`src/rtl/slt_pkg.sv`:
```
// shared types and constants for the sorted list table
package slt_pkg;

  localparam int VALUE_W  = 32;
  localparam int STATUS_W = 2;
  localparam int POS_W    = 4;
  localparam int MODE_W   = 2;

  // configuration register index, taken from paddr[2]
  localparam logic [0:0] REG_ASCENDING = 1'b0;

  localparam logic [STATUS_W-1:0] STATUS_DONE  = 2'd0;
  localparam logic [STATUS_W-1:0] STATUS_FULL  = 2'd1;
  localparam logic [STATUS_W-1:0] STATUS_EMPTY = 2'd2;

  typedef enum logic [MODE_W-1:0] {
    MODE_INSERT = 2'd0,
    MODE_SEARCH = 2'd1,
    MODE_DUMP   = 2'd2,
    MODE_CLEAR  = 2'd3
  } mode_t;

  typedef enum logic [2:0] {
    ST_IDLE,
    ST_INSERT,
    ST_SEARCH,
    ST_DUMP,
    ST_CLEAR
  } state_t;

  typedef enum logic [2:0] {
    EMIT_NONE,
    EMIT_DONE,
    EMIT_FULL,
    EMIT_FOUND,
    EMIT_EMPTY,
    EMIT_ENTRY
  } emit_t;

  typedef struct packed {
    logic  take;
    logic  idx_clr;
    logic  idx_inc;
    logic  insert;
    logic  cnt_clr;
    emit_t emit;
  } dp_cmd_t;

  typedef struct packed {
    logic at_end;
    logic gt;
    logic eq;
    logic full;
    logic empty;
    logic last_idx;
  } dp_stat_t;

endpackage

```
`src/rtl/slt_if.sv`:
```
// valid/ready channels for request and result items
interface slt_in_if;
  logic                                valid;
  logic                                ready;
  logic [slt_pkg::MODE_W-1:0]          mode;
  logic signed [slt_pkg::VALUE_W-1:0]  value;

  modport source (output valid, output mode, output value, input ready);
  modport sink   (input valid, input mode, input value, output ready);
endinterface

interface slt_out_if;
  logic                                valid;
  logic                                ready;
  logic [slt_pkg::STATUS_W-1:0]        status;
  logic                                found;
  logic [slt_pkg::POS_W-1:0]           position;
  logic signed [slt_pkg::VALUE_W-1:0]  entry_value;
  logic                                last;

  modport source (output valid, output status, output found, output position,
                  output entry_value, output last, input ready);
  modport sink   (input valid, input status, input found, input position,
                  input entry_value, input last, output ready);
endinterface

```
`src/rtl/slt_dp.sv`:
```
// datapath: entry cells, scan index, count, order flag and result register
module slt_dp #(
  parameter int CAPACITY = 16
) (
  input  logic                                clk,
  input  logic                                rst,
  input  logic                                cfg_we,
  input  logic                                cfg_asc,
  output logic                                asc,
  input  logic signed [slt_pkg::VALUE_W-1:0]  in_value,
  input  slt_pkg::dp_cmd_t                    cmd,
  output slt_pkg::dp_stat_t                   stat,
  output logic [slt_pkg::STATUS_W-1:0]        status,
  output logic                                found,
  output logic [slt_pkg::POS_W-1:0]           position,
  output logic signed [slt_pkg::VALUE_W-1:0]  entry_value,
  output logic                                last
);

  localparam int CNTW = $clog2(CAPACITY + 1);
  localparam int IDXW = (CAPACITY > 1) ? $clog2(CAPACITY) : 1;

  logic signed [slt_pkg::VALUE_W-1:0] entries [CAPACITY];
  logic signed [slt_pkg::VALUE_W-1:0] value_q;
  logic signed [slt_pkg::VALUE_W-1:0] rd;
  logic [CNTW-1:0]                    count;
  logic [CNTW-1:0]                    idx;
  logic [CNTW+slt_pkg::POS_W-1:0]     idx_ext;

  // order flag
  always_ff @(posedge clk) begin
    if (rst) begin
      asc <= 1'b1;
    end else if (cfg_we) begin
      asc <= cfg_asc;
    end
  end

  always_ff @(posedge clk) begin
    if (cmd.take) begin
      value_q <= in_value;
    end
  end

  always_ff @(posedge clk) begin
    if (rst) begin
      idx <= '0;
    end else if (cmd.idx_clr) begin
      idx <= '0;
    end else if (cmd.idx_inc) begin
      idx <= idx + CNTW'(1);
    end
  end

  always_ff @(posedge clk) begin
    if (rst) begin
      count <= '0;
    end else if (cmd.cnt_clr) begin
      count <= '0;
    end else if (cmd.insert) begin
      count <= count + CNTW'(1);
    end
  end

  // insert writes the new value at idx and moves the tail up by one cell
  for (genvar i = 0; i < CAPACITY; i++) begin : g_cell
    if (i == 0) begin : g_head
      always_ff @(posedge clk) begin
        if (cmd.insert && idx == CNTW'(i)) begin
          entries[i] <= value_q;
        end
      end
    end else begin : g_body
      always_ff @(posedge clk) begin
        if (cmd.insert) begin
          if (idx == CNTW'(i)) begin
            entries[i] <= value_q;
          end else if (idx < CNTW'(i) && CNTW'(i) <= count) begin
            entries[i] <= entries[i-1];
          end
        end
      end
    end
  end

  // single read port shared by scan and dump
  always_comb begin
    rd = '0;
    if (idx < CNTW'(CAPACITY)) begin
      rd = entries[idx[IDXW-1:0]];
    end
  end

  always_comb begin
    stat.at_end   = (idx == count);
    stat.gt       = asc ? (rd > value_q) : (rd < value_q);
    stat.eq       = (rd == value_q);
    stat.full     = (count == CNTW'(CAPACITY));
    stat.empty    = (count == '0);
    stat.last_idx = ((idx + CNTW'(1)) == count);
  end

  assign idx_ext = {{slt_pkg::POS_W{1'b0}}, idx};

  // result register
  always_ff @(posedge clk) begin
    if (cmd.emit != slt_pkg::EMIT_NONE) begin
      status      <= slt_pkg::STATUS_DONE;
      found       <= 1'b0;
      position    <= '0;
      entry_value <= '0;
      last        <= 1'b1;
      unique case (cmd.emit)
        slt_pkg::EMIT_FULL:  status <= slt_pkg::STATUS_FULL;
        slt_pkg::EMIT_EMPTY: status <= slt_pkg::STATUS_EMPTY;
        slt_pkg::EMIT_FOUND: begin
          found    <= 1'b1;
          position <= idx_ext[slt_pkg::POS_W-1:0];
        end
        slt_pkg::EMIT_ENTRY: begin
          position    <= idx_ext[slt_pkg::POS_W-1:0];
          entry_value <= rd;
          last        <= stat.last_idx;
        end
        default: ;
      endcase
    end
  end

endmodule

```
`src/rtl/slt_ctrl.sv`:
```
// controller: sequences insert scan, search scan, dump stream and clear
module slt_ctrl (
  input  logic               clk,
  input  logic               rst,
  input  logic               in_valid,
  input  logic [slt_pkg::MODE_W-1:0] in_mode,
  output logic               in_ready,
  output logic               out_valid,
  input  logic               out_ready,
  input  slt_pkg::dp_stat_t  stat,
  output slt_pkg::dp_cmd_t   cmd
);

  slt_pkg::state_t state, state_next;
  logic            out_valid_next;
  logic            out_free;

  assign out_free = !out_valid || out_ready;

  always_ff @(posedge clk) begin
    if (rst) begin
      state     <= slt_pkg::ST_IDLE;
      out_valid <= 1'b0;
    end else begin
      state     <= state_next;
      out_valid <= out_valid_next;
    end
  end

  // next state
  always_comb begin
    state_next = state;
    unique case (state)
      slt_pkg::ST_IDLE: begin
        if (in_valid) begin
          unique case (slt_pkg::mode_t'(in_mode))
            slt_pkg::MODE_INSERT: state_next = slt_pkg::ST_INSERT;
            slt_pkg::MODE_SEARCH: state_next = slt_pkg::ST_SEARCH;
            slt_pkg::MODE_DUMP:   state_next = slt_pkg::ST_DUMP;
            slt_pkg::MODE_CLEAR:  state_next = slt_pkg::ST_CLEAR;
            default:              state_next = slt_pkg::ST_IDLE;
          endcase
        end
      end
      slt_pkg::ST_INSERT: begin
        if (out_free && (stat.full || stat.at_end || stat.gt)) begin
          state_next = slt_pkg::ST_IDLE;
        end
      end
      slt_pkg::ST_SEARCH: begin
        if (out_free && (stat.at_end || stat.eq)) begin
          state_next = slt_pkg::ST_IDLE;
        end
      end
      slt_pkg::ST_DUMP: begin
        if (out_free && (stat.empty || stat.last_idx)) begin
          state_next = slt_pkg::ST_IDLE;
        end
      end
      slt_pkg::ST_CLEAR: begin
        if (out_free) begin
          state_next = slt_pkg::ST_IDLE;
        end
      end
      default: state_next = slt_pkg::ST_IDLE;
    endcase
  end

  // outputs
  always_comb begin
    cmd      = '0;
    cmd.emit = slt_pkg::EMIT_NONE;
    in_ready = 1'b0;
    unique case (state)
      slt_pkg::ST_IDLE: begin
        in_ready    = 1'b1;
        cmd.take    = in_valid;
        cmd.idx_clr = in_valid;
      end
      slt_pkg::ST_INSERT: begin
        if (stat.full) begin
          if (out_free) begin
            cmd.emit = slt_pkg::EMIT_FULL;
          end
        end else if (stat.at_end || stat.gt) begin
          if (out_free) begin
            cmd.insert = 1'b1;
            cmd.emit   = slt_pkg::EMIT_DONE;
          end
        end else begin
          cmd.idx_inc = 1'b1;
        end
      end
      slt_pkg::ST_SEARCH: begin
        if (stat.at_end) begin
          if (out_free) begin
            cmd.emit = slt_pkg::EMIT_DONE;
          end
        end else if (stat.eq) begin
          if (out_free) begin
            cmd.emit = slt_pkg::EMIT_FOUND;
          end
        end else begin
          cmd.idx_inc = 1'b1;
        end
      end
      slt_pkg::ST_DUMP: begin
        if (out_free) begin
          if (stat.empty) begin
            cmd.emit = slt_pkg::EMIT_EMPTY;
          end else begin
            cmd.emit    = slt_pkg::EMIT_ENTRY;
            cmd.idx_inc = 1'b1;
          end
        end
      end
      slt_pkg::ST_CLEAR: begin
        if (out_free) begin
          cmd.cnt_clr = 1'b1;
          cmd.emit    = slt_pkg::EMIT_DONE;
        end
      end
      default: ;
    endcase
  end

  always_comb begin
    if (cmd.emit != slt_pkg::EMIT_NONE) begin
      out_valid_next = 1'b1;
    end else if (out_ready) begin
      out_valid_next = 1'b0;
    end else begin
      out_valid_next = out_valid;
    end
  end

endmodule

```
`src/rtl/sorted_list_table_core.sv`:
```
// Sorted table of up to CAPACITY signed 32-bit values, one request item at a time. A request
// is taken, then worked on by a scan over the entry cells through a single read port, one
// cell per cycle: an insert scans up to the index it lands at (a full table answers with no
// scan), a search scans up to a hit or the end, a dump emits one result item per cycle while
// the sink takes them (one item for an empty table), and a clear empties it. The insert
// moves the tail up by one cell in the same cycle that it writes the new value. Results
// sit in an output register, so a new request is taken while the last result still waits;
// result items are emitted only as fast as the sink takes them. The order flag (register 0,
// bit 0: 1 ascending) is written over the APB port by the user only while idle, unchecked.
module sorted_list_table_core #(
  parameter int CAPACITY = 16
) (
  input  logic        clk,
  input  logic        rst,
  slt_in_if.sink      in_ch,
  slt_out_if.source   out_ch,
  input  logic        psel,
  input  logic        penable,
  input  logic        pwrite,
  input  logic [2:0]  paddr,
  input  logic [31:0] pwdata,
  output logic [31:0] prdata,
  output logic        pready
);

  slt_pkg::dp_cmd_t  cmd;
  slt_pkg::dp_stat_t stat;
  logic              cfg_we;
  logic              asc;
  logic              reg_hit;

  assign reg_hit = (paddr[2:2] == slt_pkg::REG_ASCENDING);
  assign cfg_we  = psel && penable && pwrite && reg_hit;
  assign pready  = 1'b1;
  assign prdata  = reg_hit ? {31'b0, asc} : 32'b0;

  slt_ctrl u_ctrl (
    .clk       (clk),
    .rst       (rst),
    .in_valid  (in_ch.valid),
    .in_mode   (in_ch.mode),
    .in_ready  (in_ch.ready),
    .out_valid (out_ch.valid),
    .out_ready (out_ch.ready),
    .stat      (stat),
    .cmd       (cmd)
  );

  slt_dp #(
    .CAPACITY (CAPACITY)
  ) u_dp (
    .clk         (clk),
    .rst         (rst),
    .cfg_we      (cfg_we),
    .cfg_asc     (pwdata[0]),
    .asc         (asc),
    .in_value    (in_ch.value),
    .cmd         (cmd),
    .stat        (stat),
    .status      (out_ch.status),
    .found       (out_ch.found),
    .position    (out_ch.position),
    .entry_value (out_ch.entry_value),
    .last        (out_ch.last)
  );

endmodule

```
`src/flat_wrapper.sv`:
```
// flat-port wrapper written by rule: the top's interface ports become plain ports
module sorted_list_table_core_flat 
#(
  parameter int CAPACITY = 16
)
  (clk, rst, psel, penable, pwrite, paddr, pwdata, prdata, pready, in_ch_valid, in_ch_mode, in_ch_value, in_ch_ready, out_ch_valid, out_ch_status, out_ch_found, out_ch_position, out_ch_entry_value, out_ch_last, out_ch_ready);
  slt_in_if in_ch_i ();
  slt_out_if out_ch_i ();
  input  logic clk;
  input  logic rst;
  input  logic psel;
  input  logic penable;
  input  logic pwrite;
  input  logic [2:0] paddr;
  input  logic [31:0] pwdata;
  output logic [31:0] prdata;
  output logic pready;
  input wire logic [$bits(in_ch_i.valid)-1:0] in_ch_valid;
  input wire logic [$bits(in_ch_i.mode)-1:0] in_ch_mode;
  input wire logic [$bits(in_ch_i.value)-1:0] in_ch_value;
  output wire logic [$bits(in_ch_i.ready)-1:0] in_ch_ready;
  output wire logic [$bits(out_ch_i.valid)-1:0] out_ch_valid;
  output wire logic [$bits(out_ch_i.status)-1:0] out_ch_status;
  output wire logic [$bits(out_ch_i.found)-1:0] out_ch_found;
  output wire logic [$bits(out_ch_i.position)-1:0] out_ch_position;
  output wire logic [$bits(out_ch_i.entry_value)-1:0] out_ch_entry_value;
  output wire logic [$bits(out_ch_i.last)-1:0] out_ch_last;
  input wire logic [$bits(out_ch_i.ready)-1:0] out_ch_ready;
  assign in_ch_i.valid = in_ch_valid;
  assign in_ch_i.mode = in_ch_mode;
  assign in_ch_i.value = in_ch_value;
  assign in_ch_ready = in_ch_i.ready;
  assign out_ch_valid = out_ch_i.valid;
  assign out_ch_status = out_ch_i.status;
  assign out_ch_found = out_ch_i.found;
  assign out_ch_position = out_ch_i.position;
  assign out_ch_entry_value = out_ch_i.entry_value;
  assign out_ch_last = out_ch_i.last;
  assign out_ch_i.ready = out_ch_ready;
  sorted_list_table_core #(.CAPACITY(CAPACITY)) u_core (.clk(clk), .rst(rst), .in_ch(in_ch_i), .out_ch(out_ch_i), .psel(psel), .penable(penable), .pwrite(pwrite), .paddr(paddr), .pwdata(pwdata), .prdata(prdata), .pready(pready));
endmodule
```
`config.mk`:
```
export PLATFORM = sky130hd
export DESIGN_NAME = sorted_list_table_core_flat
export DESIGN_NICKNAME = d
export VERILOG_FILES = /design/src/rtl/slt_pkg.sv /design/src/rtl/slt_if.sv /design/src/rtl/slt_dp.sv /design/src/rtl/slt_ctrl.sv /design/src/rtl/sorted_list_table_core.sv /design/src/flat_wrapper.sv
export SDC_FILE = /design/constraint.sdc
export NUM_CORES = 1
export LEC_CHECK = 0
export ABC_AREA = 1
export BUFFER_PORTS_ARGS = -buffer_cell sky130_fd_sc_hd__buf_2
export CORE_MARGIN = 1.5
export CORE_UTILIZATION = 31
export DETAILED_ROUTE_END_ITERATION = 6
export GPL_ROUTABILITY_DRIVEN = 0
export GPL_TIMING_DRIVEN = 0
export PLACE_DENSITY = 0.44
export SKIP_CTS_REPAIR_TIMING = 1
export SLEW_MARGIN = 20
export SYNTH_ARGS = -nofsm -noshare
export SYNTH_HDL_FRONTEND = slang
export SYNTH_SLANG_ARGS = --single-unit
```
`constraint.sdc`:
```
create_clock -name clk -period 7.3 [get_ports clk]
set_input_delay 0.73 -clock clk [delete_from_list [all_inputs] [get_ports clk]]
set_output_delay 0.73 -clock clk [all_outputs]
set_load 0.01 [all_outputs]
```
Yosys cells after proc, flatten, opt, wreduce, memory -nomap -nowiden
Memory sizes are Yosys's and may differ from the RTL's. A register that Yosys moved wholly into a read port is not among the register bits.
Index checks and enable logic that the tools add are counted.
{"block": "op_classes", "n_addsub": 2, "n_eq_ne": 35, "mux": 162, "n_bitwise": 16, "reduce_logical": 39, "n_lt_le_gt_ge": 33}
{"op": "$mux 32", "n": 16}
{"op": "$mux 1", "n": 125}
{"op": "$eq 5x4->1 const B", "n": 8}
{"op": "$le 4x5->1 const A", "n": 8}
{"op": "$lt 5x4->1 const B", "n": 8}
{"op": "$eq 32x32->1", "n": 1}
{"op": "$gt 32x32->1", "n": 1}
{"op": "$lt 32x32->1", "n": 1}
{"op": "$mux 3", "n": 9}
{"op": "$pmux 3 s4", "n": 2}
{"op": "$logic_and 1x1->1", "n": 22}
{"op": "$eq 5x3->1 const B", "n": 4}
{"op": "$le 3x5->1 const A", "n": 4}
{"op": "$lt 5x3->1 const B", "n": 4}
{"op": "$or 1x1->1", "n": 15}
{"op": "$pmux 3 s5", "n": 1}
{"op": "$eq 3x2->1 const B", "n": 4}
{"op": "$mux 4", "n": 3}
{"op": "$add 5x1->5 const B", "n": 2}
{"op": "$eq 5x2->1 const B", "n": 2}
{"op": "$eq 5x5->1", "n": 2}
{"op": "$le 2x5->1 const A", "n": 2}
{"op": "$logic_not 5->1", "n": 2}
{"op": "$lt 5x2->1 const B", "n": 2}
{"op": "22 further kinds", "n": 39}
{"block": "totals", "ff_bits": 87, "wordCells": 299, "n_memories": 1, "out_inout_bits": 75, "ramBits": 512, "inputBits": 76}
{"memory": "u_core.u_dp.entries", "words": 16, "width": 32, "rd": 16, "rd_clocked_by_memory_dff": 1, "wr": 16, "line": "slt_dp.sv:23", "text": "logic signed [slt_pkg::VALUE_W-1:0] entries [CAPACITY];"}

Longest topological paths before layout
Gate-level depths: netlist of the first run.
{"block": "logic_depth", "ltp_word": 11, "ltp_mapped": 34, "mapped_depth_nobuf": 27}

By module
Synthesis of the first run repeated with hierarchy kept, for this count alone.
{"block": "unflattened", "hier_cells": 3290, "hier_area_um2": 30823.3}
{"module": "slt_dp", "seq_area_each_um2": 17837.1, "n_inst": 1, "area_each_um2": 30010.0, "cells_per_inst": 3164}
{"module": "slt_ctrl", "seq_area_each_um2": 80.1, "n_inst": 1, "area_each_um2": 540.5, "cells_per_inst": 86}
{"module": "sorted_list_table_core", "seq_area_each_um2": 0.0, "n_inst": 1, "area_each_um2": 272.8, "cells_per_inst": 40}

Worst setup path after synthesis of the first run
No wires, ideal clock.
{"block": "synth_timing", "kind": "reg2reg", "start": "reg with a tool-made name", "end": "mem u_core.u_dp.entries[7][0] in the netlist's numbering (enable)", "slack_ns": 1.144, "path_stages_with_launch": 23, "n_path_buf": 6, "synth_period_minus_slack_ns": 6.156, "required_time_ns": 6.830, "setup_time_ns": 0.470, "t_arrival_ns": 5.686, "cell_sequence": "dfxtp_1 > buf_2 > clkbuf_1 > clkbuf_1 > clkbuf_1 > a21oi_1 > o21ai_0 > nand3_1 > nand3_1 > a21oi_1 > ha_1 > nand2_1 > nor2_1 > nand4_1 > nor3_2 > nand2_1 > nand3_1 > nand3_1 > nand3_2 > nand2_1 > buf_2 > clkbuf_1 > a211oi_1"}
{"item": "end: declaration", "line": "slt_dp.sv:23"}

==> results of run 1 <==
-- synth_stat cells (all sizes together) --
cell type / number
a31oi: 2
o21bai: 1
clkinv: 1
dfxtp: 19
and2: 31
o21a: 3
buf: 153
inv: 433
o21ai: 603
conb: 2
nor2: 62
xor2: 5
nand2: 741
nand4: 16
o211ai: 1
edfxtp: 584
a22oi: 1
xnor2: 4
nand3: 379
a21oi: 321
nor4: 3
clkbuf: 185
o211a: 1
nor3: 13
and3: 2
ha: 43
a211oi: 3
a21o: 1
-- critical path, delay by kind of cell, from the launching register on --
kind	cells	cell delay, ns
AO/OA/AOI/OAI	4	1.02
buffers and inverters	8	3.01
flip-flops	1	0.38
AND/OR/NAND/NOR	16	1.72
adder cells (fa/ha/maj)	1	0.38
-- routing by layer --
layer	wire length, microns	vias to the layer above	part of all wire (%)	global-route usage (%)
met5	92	-	0.071	0.509
met4	4040	4	3.1	8.17
met3	10800	166	8.3	4.62
met2	57400	1083	44	38.0
met1	57200	12400	44	34.3
li1	-	12600	-	-
-- final cells by class --
type	count	area share (%)
repair buffers	102	2.20
flip-flops and latches	603	48.3
clock inverters	40	0.978
multi-input cells	2269	29.6
clock buffers	98	5.52
diodes	3	0.0202
inverters	434	4.39
well taps	1368	4.61
plain buffers	338	4.44
-- where the power goes --
part | leakage, nW | switching (mW) | internal, mW
Sequential | 5.45 | 0.127 | 4.36
Combinational | 8.72 | 4.14 | 1.35
Clock | 1.18 | 1.56 | 2.19
-- path summary, 6_finish.rpt --
| check | cells past startpoint | slack (ns) | startpoint | endpoint |
|---|---|---|---|---|
| hold / removal | 1 | 0.26 | in_ch_value[6] | u_core.u_dp.value_q[6] |
| setup reg to reg | 29 | 0.41 | register | u_core.u_dp.entries[7][5] |
| setup / recovery | 29 | 0.41 | register | u_core.u_dp.entries[7][5] |
| hold reg to reg | 0 | 0.44 | u_core.u_dp.value_q[28] | u_core.u_dp.entries[0][28] |
-- state kept, by name, indices dropped and copies added, names as in the netlist, named ones only --
name                     count
u_core.u_dp.status           2
u_core.u_dp.last             1
u_core.u_dp.found            1
u_core.u_dp.asc              1
u_core.u_dp.position         4
u_core.u_dp.idx              5
u_core.u_dp.entries        512
u_core.u_ctrl.state          3
u_core.u_dp.value_q         32
u_core.u_dp.entry_value     32
u_core.u_ctrl.out_valid      1
u_core.u_dp.count            5
-- through the flow --
step                      hold WS (ns)  setup TNS (ns)  utilization (%)  power [mW]
after floorplan                  0.424               0                -        7.36
after global placement           0.429        -1038.04             33.5        9.82
after detailed placement         0.430               0             34.1        9.93
after CTS                        0.221               0             36.5        13.7
after global routing             0.241               0             36.5        14.4
final                            0.260               0             36.5        13.7
-- kinds of logic (layout without fill, tap and decap cells) --
family / after synthesis / after routing / share of synthesized area (%)
fa+ha+maj: 43 / 43 / 1.69
flops: 603 / 603 / 56.3
simple gates: 1247 / 1248 / 16.7
other cells: 2 / 35 / 0.0236
xor+xnor: 9 / 9 / 0.248
compound gates: 937 / 937 / 14.8
buf+inv: 772 / 1012 / 10.2
==> results_dict.tcl, run 1 <==
set metrics [dict create \
    status "finished clean" \
    ys_types 37 \
    h-tree-depth 3 \
    synth_area_leader_cell "edfxtp_1" \
    drc 0 \
    final_common_cell "nand2_1" \
    core_region_area_sq_mm 0.102 \
    cpPeakStageDelay_ns 0.80 \
    cts_tree "yes" \
    fin_nets 3942 \
    synth_area_leaders "edfxtp_1 55%, o21ai_0 9.1%, nand2_1 8.7%" \
    clk_pin_slew_ns 0.06 \
    setup_viol 0 \
    globalRouteTotalUtil_pct 24.6 \
    path_max_fanout 15 \
    firstDrtPassIters 6 \
    num_rows 117 \
    grt_pass1_wl_microns 179000 \
    cts_inserted_buffers 75 \
    clk_latency_ns 0.65 \
    drive_above_1_share_pct 9.73 \
    cp.arrival_ns 7.23 \
    rsz0062_at_grt "false" \
    post-place-cells 5113 \
    power.leakage_nw 15.4 \
    routed_wl_microns 130000 \
    dpl_cell_area_sq_mm 0.0347 \
    viasPerCell 4.99 \
    vdd_drop_max_uv 221 \
    antenna_found_initial 4 \
    ys_ff_latch 603 \
    drv_cap 0 \
    numClockSinks 603 \
    cp.required_ns 7.64 \
    grt_overflow_total 0 \
    place_hpwl_microns 100000 \
    fin_area_sq_mm 0.0371 \
    numPortBuffers 85 \
    crit_path_top_delay_cell "clkbuf_1" \
    grt_pass1_vias 24200 \
    drv_slew 0 \
    hold_class "input pin to register" \
    dieHeight_microns 323 \
    initial_core_util_pct 31.3 \
    timing.final.ws_setup_ns 0.408 \
    fillers 10300 \
    cts_root_buffer "clkbuf_16" \
    multiInputGateArea_sq_mm 0.0110 \
    crit_type "register to register" \
    synth_area_sq_mm 0.0318 \
    hold_viol_final 0 \
    timing.final.crit_share_pct 94.4 \
    clock_skew_ns 0.0191 \
    cts_buffer_depth 3 \
    wire_per_inst_microns 24.6 \
    fmaxAchievable_ghz 0.145 \
    end_kind "register" \
    yosysWarnings 0 \
    slew_headroom_pct 12.9 \
    ios 151 \
    grt_max_degree 41 \
    seq_area_sq_mm 0.0179 \
    postRouteAntennaNets 0 \
    drtIter0Drc 2761 \
    powerDensity_mw_per_mm2 370 \
    die-area_sq_mm 0.105 \
    final_cells 5255 \
    tightestPinTransition_ns 1.31 \
    crit_path_start_kind "register" \
    area_growth_pct 16.6 \
    preCtsSetupSlack_ns 0.208 \
    synth_cells 3613 \
    die_w_microns 323 \
    vias 26200 \
    cp_common_cell "nand2_1" \
    synth_top_area_share_pct 55.1 \
    syn_area_per_cell_sq_um 8.81 \
    layout_common_cells "737 x nand2_1, 584 x edfxtp_1, 570 x o21ai_0" \
    finalCriticalPeriod_ns 6.89 \
    ys_seq_area_share_pct 56.3 \
]
Power figures use the tool's default switching activity.
==> run 2: changes to the inputs <==
Settings changed: CELL_PAD_IN_SITES_DETAIL_PLACEMENT from default to 1, CELL_PAD_IN_SITES_GLOBAL_PLACEMENT from default to 1, CTS_CLUSTER_DIAMETER from default to 30, PLACE_DENSITY 0.44 to 0.54, SYNTH_HIERARCHICAL from default to 1.
==> run 2 against run 1 <==
  * Via count shrank 1.0%
  * Area after synthesis shrank 3.2%
  * First-iteration DRC count shrank 15%
  * Critical endpoint is now u_core/u_dp/entries[12][10]
  * Largest power group is now the clock network
  * Highest routed layer unchanged
==> results_dict.tcl, run 2 <==
set metrics [dict create \
    ys_dominant_reg_cell "edfxtp_1" \
    antenna_found_initial 5 \
    syn_area_per_cell_sq_um 9.37 \
    dieHeight_microns 318 \
    finalCriticalPeriod_ns 7.02 \
    crit_type "register to register" \
    synth_area_leader_cell "edfxtp_1" \
    area_growth_pct 26.4 \
    drv_cap 0 \
    setup_viol 0 \
    path_max_fanout 23 \
    postRouteAntennaNets 0 \
    die_w_microns 318 \
    die-area_sq_mm 0.101 \
    ys_ff_latch 603 \
    numPortBuffers 85 \
    fillers 11200 \
    cpPeakStageDelay_ns 0.87 \
    slew_headroom_pct 20.9 \
    synth.most_common_cell "edfxtp_1" \
    timing.final.crit_share_pct 96.2 \
    switching_share_pct 33.9 \
    cts_root_buffer "clkbuf_16" \
    layout_common_cells "584 x edfxtp_1, 525 x o21ai_0, 491 x a21oi_1" \
    num_rows 115 \
    synth_area_sq_mm 0.0308 \
    h-tree-depth 4 \
    ios 151 \
    globalRouteTotalUtil_pct 25.6 \
    powerDensity_mw_per_mm2 391 \
    hold_path_end "u_core/u_dp/value_q[15]" \
    power.leakage_nw 15.2 \
    synth_top_area_share_pct 56.9 \
    grt_pass1_wl_microns 186000 \
    top_regs "u_core/u_dp/entries: 512 flops, u_core/u_dp/entry_value: 32 flops, u_core/u_dp/value_q: 32 flops" \
    numClockSinks 603 \
    synth_area_leaders "edfxtp_1 57%, o21ai_0 8.7%, a21oi_1 8.1%" \
    hold_path.startpoint "in_ch_value[15]" \
    drive_above_1_share_pct 16.0 \
    rsz0062_at_grt "false" \
    tightestPinTransition_ns 1.19 \
    grt_overflow_total 0 \
    core_region_area_sq_mm 0.0984 \
    p_comb_share_pct 25.2 \
    status "finished clean" \
    reg2reg_to "u_core/u_dp/entries[12][10]" \
    p_total_mw 15.2 \
    diodes 0 \
    cp_common_cell "nand2_1" \
    seqPwrFrac_pct 30.0 \
    place_hpwl_microns 103000 \
    cts_inserted_buffers 163 \
    post-place-cells 4718 \
    final_common_cell "edfxtp_1" \
    hold_viol_final 0 \
    drtIter0Drc 2334 \
    worst-r2r-setup-slack_ns 0.28 \
    hold_class "input pin to register" \
    end_kind "register" \
    cts_tree "yes" \
    grt_pass1_vias 26200 \
    wire_per_inst_microns 26.1 \
    clkPwrFrac_pct 44.7 \
    cp.required_ns 7.78 \
    rr_worst_depth 28 \
    initial_core_util_pct 31.3 \
    clock_skew_ns 0.0318 \
    synth-async-reset-ratio_pct 0 \
    synth_cells 3290 \
    clk_latency_ns 0.76 \
    clk_pin_slew_ns 0.05 \
    power.switching_mw 5.16 \
    fin_nets 3717 \
    drv_slew 0 \
    routed_wl_microns 131000 \
    intPower_mw 10.1 \
    cts_buffer_depth 3 \
    grt_max_degree 33 \
    ys_seq_area_share_pct 58.1 \
    vdd_drop_max_uv 248 \
    fmaxAchievable_ghz 0.142 \
    largest-register "u_core/u_dp/entries" \
    crit_path_top_delay_cell "buf_1" \
    vias 25900 \
    cp.arrival_ns 7.50 \
    crit_path_start_kind "register" \
    ys_types 43 \
    synth_edf_count 584 \
    largest_reg_flops 512 \
    worstHoldPathCells 1 \
    yosysWarnings 6 \
    viasPerCell 5.17 \
    final_cells 5019 \
    synth_commonest_cells "584 x edfxtp_1, 535 x o21ai_0, 496 x a21oi_1, 361 x nand2_1, 291 x inv_1" \
    firstDrtPassIters 6 \
    drc 0 \
]
-- run 2: area by class of cell --
type	instances	area, sq um	share of cell area, %
Clock buffer	192	4260	10.9
Multi-Input combinational cell	2088	10500	27.1
Inverter	341	1310	3.36
Tap cell	1287	1610	4.13
Buffer	287	1430	3.66
Timing Repair Buffer	114	883	2.27
Sequential cell	603	17900	46.0
Clock inverter	107	1010	2.58
-- run 2: worst max path at each step --
| stage | depth (start not counted) | start | end | slack, ns |
|---|---|---|---|---|
| detailed placement | 31 | register | u_core/u_dp/entries[8][9] | -1.01 |
| finish | 28 | register | u_core/u_dp/entries[12][10] | 0.28 |
| global placement | 31 | register | u_core/u_dp/entries[10][10] | -4.05 |
| floorplan | 25 | register | u_core/u_dp/entries[10][0] | 0.45 |
| global route | 35 | register | u_core/u_dp/entries[8][10] | 0.006 |
| CTS | 31 | register | u_core/u_dp/entries[8][9] | -1.01 |
-- run 2: kinds of logic (layout without fill, tap and decap cells) --
group / Yosys count / after routing / share of synthesized area, %
adders and majority gates: 43 / 43 / 1.75
xor gates and xnor gates: 9 / 9 / 0.256
buffers and inverters: 629 / 1041 / 8.69
AOI/OAI and AO/OA: 1110 / 1110 / 18.8
DFF: 603 / 603 / 58.1
and+or+nand+nor: 894 / 894 / 12.4
other: 2 / 32 / 0.0244
-- run 2: power by group through the flow --
stage / Clock (mW) / Sequential (mW) / Combinational, mW
floorplan: 0 / 4.65 / 2.02
global placement: 0 / 4.65 / 3.60
detailed placement: 0 / 4.63 / 3.77
CTS: 6.93 / 4.58 / 3.79
global route: 7.10 / 4.61 / 4.17
finish: 6.81 / 4.57 / 3.84
-- run 2: critical path: cells and delay by family (launching register included) --
family	cells	cell delay (ns)
and+or+nand+nor	12	1.77
adders and majority gates	1	0.35
DFF	1	0.35
buffers and inverters	8	2.67
AOI/OAI and AO/OA	7	1.56
-- run 2: metal layers --
metal  vias up  share of wire (%)  GRT usage [%]
met5         -             0.0099              0
met4         2                3.5           9.92
met3       229                5.5           4.09
met2       780                 47           42.1
met1     12800                 44           33.9
li1      12100                  -              -
-- run 2: stage by stage --
stage           TNS, ns  hold slack [ns]  util, %  cell area, sq um  setup slack [ns]
6_report              0            0.148     39.6             39000             0.280
5_1_grt               0            0.114     39.6             39000           0.00624
4_1_cts         -228.58            0.109     39.5             38900             -1.01
3_5_place_dp    -215.33            0.436     34.1             33600             -1.01
3_3_place_gp   -1384.75            0.429     33.5             33000             -4.05
2_1_floorplan         0            0.424        -             30900             0.451
